$ cat config.mk
export PLATFORM = sky130hd
export DESIGN_NAME = rgb_pixel_blend_unit
export DESIGN_NICKNAME = d
export VERILOG_FILES = /design/src/sv/rpb_pkg.sv /design/src/sv/rpb_lane.sv /design/src/sv/rpb_merge.sv /design/src/sv/rgb_pixel_blend_unit.sv
export SDC_FILE = /design/constraint.sdc
export NUM_CORES = 1
export LEC_CHECK = 0
export ABC_AREA = 1
export BUFFER_PORTS_ARGS = -buffer_cell sky130_fd_sc_hd__buf_2
export CAP_MARGIN = 20
export CORE_UTILIZATION = 51
export CTS_CLUSTER_DIAMETER = 200
export DETAILED_ROUTE_END_ITERATION = 16
export GPL_TIMING_DRIVEN = 0
export PLACE_DENSITY = 0.71
export SYNTH_ARGS = -nofsm -noshare
export SYNTH_HDL_FRONTEND = slang
export SYNTH_SLANG_ARGS = --single-unit
export TNS_END_PERCENT = 10
$ cat constraint.sdc
create_clock -name i_clk -period 5.2 [get_ports i_clk]
set_clock_uncertainty 0.2 [all_clocks]
set_input_delay 0.78 -clock i_clk [delete_from_list [all_inputs] [get_ports i_clk]]
set_output_delay 0.78 -clock i_clk [all_outputs]
set_load 0.01 [all_outputs]
$ cat src/sv/rpb_pkg.sv
`timescale 1ns / 1ps

package rpb_pkg;

    localparam int unsigned ChanW  = 8;
    localparam int unsigned ModeW  = 3;
    localparam int unsigned NLanes = 3;

    typedef enum logic [ModeW-1:0] {
        MODE_MULTIPLY = 3'd0,
        MODE_SCREEN   = 3'd1,
        MODE_SUBTRACT = 3'd2,
        MODE_ADD      = 3'd3,
        MODE_OVERLAY  = 3'd4,
        MODE_RED      = 3'd5,
        MODE_GREEN    = 3'd6,
        MODE_BLUE     = 3'd7
    } t_blend_mode;

    localparam t_blend_mode ModeReset = MODE_MULTIPLY;

    typedef struct packed {
        t_blend_mode mode;
        logic        en1;
    } t_lane_ctrl;

    typedef struct packed {
        t_blend_mode mode;
        logic        en2;
    } t_merge_ctrl;

endpackage

$ cat src/sv/rpb_lane.sv
`timescale 1ns / 1ps

module rpb_lane (
    input  logic                             i_clk,
    input  rpb_pkg::t_lane_ctrl              i_ctrl,
    input  logic [rpb_pkg::ChanW-1:0]        i_a,
    input  logic [rpb_pkg::ChanW-1:0]        i_b,
    output logic [rpb_pkg::ChanW-1:0]        o_res
);

    localparam int unsigned W  = rpb_pkg::ChanW;
    localparam int unsigned PW = 2 * W;

    logic          n_swap;
    logic [W-1:0]  n_x;
    logic [W-1:0]  n_y;
    logic [W:0]    n_diff;
    logic [W:0]    n_sum;
    logic [W-1:0]  n_sub;
    logic [W-1:0]  n_add;

    logic [PW-1:0] r_prod;
    logic          r_swap;
    logic [W-1:0]  r_sub;
    logic [W-1:0]  r_add;
    logic [W-1:0]  r_a;

    logic [PW:0]   num;
    logic [PW:0]   tmp;
    logic [W-1:0]  q;

    // stage 1: operand select, 8x8 multiply, saturating add/sub
    always_comb begin
        n_swap = (i_ctrl.mode == rpb_pkg::MODE_SCREEN) ||
                 ((i_ctrl.mode == rpb_pkg::MODE_OVERLAY) && i_b[W-1]);
        n_x    = n_swap ? ~i_a : i_a;
        n_y    = n_swap ? ~i_b : i_b;
        n_diff = {1'b0, i_a} - {1'b0, i_b};
        n_sum  = {1'b0, i_a} + {1'b0, i_b};
        n_sub  = n_diff[W] ? '0 : n_diff[W-1:0];
        n_add  = n_sum[W]  ? '1 : n_sum[W-1:0];
    end

    always_ff @(posedge i_clk) begin
        if (i_ctrl.en1) begin
            r_prod <= n_x * n_y;
            r_swap <= n_swap;
            r_sub  <= n_sub;
            r_add  <= n_add;
            r_a    <= i_a;
        end
    end

    // stage 2: exact divide by 255; overlay rounding folded into 2p+127
    always_comb begin
        if (i_ctrl.mode == rpb_pkg::MODE_OVERLAY) begin
            num = {r_prod, 1'b0} + (PW+1)'(127);
        end else begin
            num = {1'b0, r_prod};
        end
        tmp = num + (PW+1)'(1) + {{W{1'b0}}, num[PW:W]};
        q   = tmp[PW-1:W];
        case (i_ctrl.mode)
            rpb_pkg::MODE_MULTIPLY: o_res = q;
            rpb_pkg::MODE_SCREEN:   o_res = ~q;
            rpb_pkg::MODE_SUBTRACT: o_res = r_sub;
            rpb_pkg::MODE_ADD:      o_res = r_add;
            rpb_pkg::MODE_OVERLAY:  o_res = r_swap ? ~q : q;
            default:                o_res = r_a;
        endcase
    end

endmodule

$ cat src/sv/rpb_merge.sv
`timescale 1ns / 1ps

module rpb_merge (
    input  logic                                          i_clk,
    input  rpb_pkg::t_merge_ctrl                          i_ctrl,
    input  logic [rpb_pkg::NLanes-1:0][rpb_pkg::ChanW-1:0] i_lane,
    input  logic                                          i_last,
    output logic [rpb_pkg::NLanes-1:0][rpb_pkg::ChanW-1:0] o_pix,
    output logic                                          o_last
);

    logic [rpb_pkg::NLanes-1:0]                    keep;
    logic [rpb_pkg::NLanes-1:0][rpb_pkg::ChanW-1:0] n_pix;
    logic [rpb_pkg::NLanes-1:0][rpb_pkg::ChanW-1:0] r_pix;
    logic                                          r_last;

    always_comb begin
        case (i_ctrl.mode)
            rpb_pkg::MODE_RED:   keep = 3'b001;
            rpb_pkg::MODE_GREEN: keep = 3'b010;
            rpb_pkg::MODE_BLUE:  keep = 3'b100;
            default:             keep = 3'b111;
        endcase
        for (int i = 0; i < rpb_pkg::NLanes; i++) begin
            n_pix[i] = keep[i] ? i_lane[i] : '0;
        end
    end

    always_ff @(posedge i_clk) begin
        if (i_ctrl.en2) begin
            r_pix  <= n_pix;
            r_last <= i_last;
        end
    end

    assign o_pix  = r_pix;
    assign o_last = r_last;

endmodule

$ cat src/sv/rgb_pixel_blend_unit.sv
`timescale 1ns / 1ps
// Channel   Direction  Handshake                   Carries
// pixel in  in         i_valid / o_ready           top and bottom RGB, end marker
// pixel out out        o_valid / i_ready           blended RGB, last marker
// config    in         i_cfg_valid / o_cfg_ready   blend mode
//
// Two-stage pipeline, one pixel per clock while i_ready holds: stage 1 is the
// 8x8 multiply in each of the three lanes, stage 2 the divide-by-255 and the
// channel merge register. Each stage advances on its own, so a new request
// is taken while a result waits, as long as stage 1 is empty.
// Synchronous active-low reset clears the valid bits and the mode (multiply).

module rgb_pixel_blend_unit (
    input  logic                       i_clk,
    input  logic                       i_rst_n,
    input  logic                       i_valid,
    output logic                       o_ready,
    input  logic [rpb_pkg::ChanW-1:0]  i_top_red,
    input  logic [rpb_pkg::ChanW-1:0]  i_top_green,
    input  logic [rpb_pkg::ChanW-1:0]  i_top_blue,
    input  logic [rpb_pkg::ChanW-1:0]  i_bottom_red,
    input  logic [rpb_pkg::ChanW-1:0]  i_bottom_green,
    input  logic [rpb_pkg::ChanW-1:0]  i_bottom_blue,
    input  logic                       i_end_of_image,
    output logic                       o_valid,
    input  logic                       i_ready,
    output logic [rpb_pkg::ChanW-1:0]  o_out_red,
    output logic [rpb_pkg::ChanW-1:0]  o_out_green,
    output logic [rpb_pkg::ChanW-1:0]  o_out_blue,
    output logic                       o_out_last,
    input  logic                       i_cfg_valid,
    output logic                       o_cfg_ready,
    input  logic [rpb_pkg::ModeW-1:0]  i_cfg_blend_mode
);

    rpb_pkg::t_blend_mode r_mode;
    logic                 r_v1;
    logic                 r_v2;
    logic                 r_last1;
    logic                 en1;
    logic                 en2;

    rpb_pkg::t_lane_ctrl  lane_ctrl;
    rpb_pkg::t_merge_ctrl merge_ctrl;

    logic [rpb_pkg::NLanes-1:0][rpb_pkg::ChanW-1:0] top;
    logic [rpb_pkg::NLanes-1:0][rpb_pkg::ChanW-1:0] bot;
    logic [rpb_pkg::NLanes-1:0][rpb_pkg::ChanW-1:0] lane_res;
    logic [rpb_pkg::NLanes-1:0][rpb_pkg::ChanW-1:0] pix;

    assign en2 = !r_v2 || i_ready;
    assign en1 = !r_v1 || en2;

    assign o_ready     = en1;
    assign o_cfg_ready = 1'b1;
    assign o_valid     = r_v2;

    assign lane_ctrl.mode  = r_mode;
    assign lane_ctrl.en1   = en1;
    assign merge_ctrl.mode = r_mode;
    assign merge_ctrl.en2  = en2;

    assign top = {i_top_blue, i_top_green, i_top_red};
    assign bot = {i_bottom_blue, i_bottom_green, i_bottom_red};

    always_ff @(posedge i_clk) begin
        if (!i_rst_n) begin
            r_mode <= rpb_pkg::ModeReset;
            r_v1   <= 1'b0;
            r_v2   <= 1'b0;
        end else begin
            if (i_cfg_valid) begin
                r_mode <= rpb_pkg::t_blend_mode'(i_cfg_blend_mode);
            end
            if (en1) begin
                r_v1 <= i_valid;
            end
            if (en2) begin
                r_v2 <= r_v1;
            end
        end
    end

    always_ff @(posedge i_clk) begin
        if (en1) begin
            r_last1 <= i_end_of_image;
        end
    end

    for (genvar g = 0; g < rpb_pkg::NLanes; g++) begin : g_lane
        rpb_lane u_lane (
            .i_clk  (i_clk),
            .i_ctrl (lane_ctrl),
            .i_a    (top[g]),
            .i_b    (bot[g]),
            .o_res  (lane_res[g])
        );
    end

    rpb_merge u_merge (
        .i_clk  (i_clk),
        .i_ctrl (merge_ctrl),
        .i_lane (lane_res),
        .i_last (r_last1),
        .o_pix  (pix),
        .o_last (o_out_last)
    );

    assign o_out_red   = pix[0];
    assign o_out_green = pix[1];
    assign o_out_blue  = pix[2];

endmodule
==> qor.yml <==
status: "finished, violations left"
violations: "setup timing"
fin_nets: 2718
clockRootBuffer: "clkbuf_16"
yosys_warnings: 0
via_count: 15243
slew-limit-headroom: 0.288
layout_common_cells: "nand2_1, inv_1, nor2_1, ha_1, edfxtp_1"
min_to: "u_merge.o_last"
io_pins: 85
total_power_mw: 12.4
fmax_mhz: 180
dieWidth_um: 188
ctsHoldBuffers: 0
setup_slack_ns: -0.364
hp-class: "reg2reg"
syn_area_per_cell_um2: 7.98
async_reset_ff_frac: 0
crit_type: "reg2reg"
clkSinkCount: 154
grt_pass1_wl_um: 75600
timing.final.crit_share: 1.07
grt_max_degree: 67
leakage_nw: 10.1
start_kind: "register"
drc: 0
maxCapViolCount: 0
cp_slowest_cell: "fa_1"
antenna_found_initial: 0
grt_remaining_overflow: 0
crit_buf_inv: 8
port_buffers: 83
routabilityCongestion: 0.953
min_from: "r_last1"
ys_seq_area_frac: 0.260
drt_wl_total_um: 47500
crit_path_max_fanout: 8
cts_max_level: 4
cpLargestDelayFamily: "adder cells"
clkTransAtPathRegs_ns: 0.08
core_area_um2: 33700
r2r_start: "r_mode[1]"
cts_buffers: 17
holdPathStages: 0
tightest_slew_ns: 1.06
n_fill_cell: 2958
ys.flop_type: "edfxtp_1"
fp.dieH_um: 188
antennaDiodeCount: 0
start_util: 0.522
timing.rr.end: "g_lane[2].u_lane.r_prod[12]"
clk_latency_ns: 0.44
wl_per_cell_um: 16.8
ant_nets: 0
die-area_um2: 35200
crit_arrival_ns: 5.54
clockBufferDepth: 2
fin_crit_ns: 5.56
crit_path_end_kind: "register"
final_cells: 2825
peakVddDrop_v: 0.000433
syn_area_um2: 17600
drive_gt1_frac: 0.173
hold_viol: 0
grt_pass1_vias: 14958
ff_latch_area_um2: 4580
maxSlewViolCount: 0
area_growth_pct: 17.5
layout_commonest_cell: "nand2_1"
multi_input_area_um2: 12200
setup_viol: 17
dpl.hpwl_um: 37100
place_inst: 2737
drtPass1Iterations: 5
rows: 67
synth-edff-count: 149
yosysUniqueCellTypes: 59
worst_r2r_path_depth: 25
required_ns: 5.18
worst_path_most_repeated_cell: "fa_1"
grt_usage: 0.272
synth_fp_nets: 2558
first_iter_violations: 1095
syn_inst: 2204
synth-seq-cells: 154
power_density_nw_per_um2: 600
rsz0062_at_grt: "true"
via_per_inst: 5.40
reg2reg_slack_ns: -0.36
cpPeakStageDelay_ns: 0.49
cts_tree: "built"
==> state kept, by name, indices dropped and copies added (netlist names) <==
name and count:
g_lane.u_lane.r_prod 48, g_lane.u_lane.r_a 24, g_lane.u_lane.r_add 24, g_lane.u_lane.r_sub 24, u_merge.o_pix 24, g_lane.u_lane.r_swap 3
r_mode 3, o_valid 1, r_last1 1, r_v1 1, u_merge.o_last 1
==> repair_timing <==
action,CTS,global route
setup buffers,36,20
resized for setup,70,70
endpoints found under the setup margin,28,39
pin swaps,20,34
cloned,1,1
==> routing by layer <==
layer	vias to the layer above	GRT usage	wire length (um)
met4	0	0.0894	1100
met3	67	0.0303	2610
met5	-	0	0
met2	481	0.480	24000
li1	7446	-	-
met1	7249	0.346	19800
==> cell families (layout without fill, tap and decap cells) <==
group,count (synthesis),after routing,share of synthesized area
simple gates,922,922,0.219
buf+inv,410,583,0.0941
compound gates,309,309,0.102
fa+ha+maj,297,297,0.260
flops,154,154,0.260
xor+xnor,111,111,0.0649
other cells,1,1,0.000213
==> worst max-delay path by stage <==
stage                          from                     endpoint  slack [ns]  cells after the start
after floorplan           r_mode[1]  g_lane[1].u_lane.r_prod[15]       -0.14                     26
after global placement    r_mode[0]  g_lane[1].u_lane.r_prod[15]       -0.89                     25
after detailed placement  r_mode[0]  g_lane[1].u_lane.r_prod[15]       -0.94                     25
after CTS                 r_mode[0]  g_lane[1].u_lane.r_prod[15]       -0.32                     25
after global routing      r_mode[2]  g_lane[2].u_lane.r_prod[14]       -0.67                     27
final                     r_mode[1]  g_lane[2].u_lane.r_prod[12]       -0.36                     25
==> layout make-up <==
cell class	count	area share
Tap cell	448	0.0271
Sequential cell	154	0.222
Multi-Input combinational cell	1640	0.592
Buffer	37	0.0126
Inverter	372	0.0685
Clock inverter	15	0.00890
Clock buffer	17	0.0206
Timing Repair Buffer	142	0.0485
==> where the power goes <==
| part | internal, mW | switching (mW) | total, mW |
|---|---|---|---|
| Clock | 0.728 | 0.574 | 1.30 |
| Sequential | 2.05 | 0.301 | 2.35 |
| Combinational | 3.68 | 5.08 | 8.76 |
==> synthesized netlist by cell type, types with 4 or more instances <==
cell        n  share of area
a21o_1      4         0.0017
a21oi_1   136          0.039
a221oi_1   21          0.010
a31oi_1     6         0.0021
buf_2       9         0.0026
buf_4       4         0.0017
buf_6       4         0.0026
clkbuf_1   16         0.0034
dfxtp_1     5         0.0057
edfxtp_1  149           0.25
fa_1      114           0.13
ha_1      183           0.13
inv_1     341          0.073
inv_2      30         0.0064
nand2_1   411          0.088
nand2_2    14         0.0050
nand3_1   117          0.033
nand3_2     4         0.0023
nand3b_1    6         0.0026
nand4_1    21         0.0075
nor2_1    317          0.068
nor2_2      9         0.0032
nor3_1      9         0.0026
o21ai_0   100          0.028
o21ai_1     4         0.0011
o21bai_1    5         0.0021
o31ai_1     7         0.0030
xnor2_1    21          0.010
xor2_1     69          0.034
xor2_2     20          0.018
==> metrics by stage <==
| step | TNS (ns) | util | setup WS (ns) | hold slack (ns) | instance area, um^2 |
|---|---|---|---|---|---|
| floorplan | -0.266 | - | -0.137 | 0.200 | 17800 |
| global placement | -10.09 | 0.557 | -0.893 | 0.200 | 18800 |
| detailed placement | -11.37 | 0.559 | -0.944 | 0.219 | 18800 |
| CTS | -1.92 | 0.598 | -0.318 | 0.241 | 20200 |
| global route | -7.10 | 0.614 | -0.670 | 0.247 | 20700 |
| finish | -2.97 | 0.614 | -0.364 | 0.247 | 20700 |
Note: power is estimated with default switching activity, not from simulation.
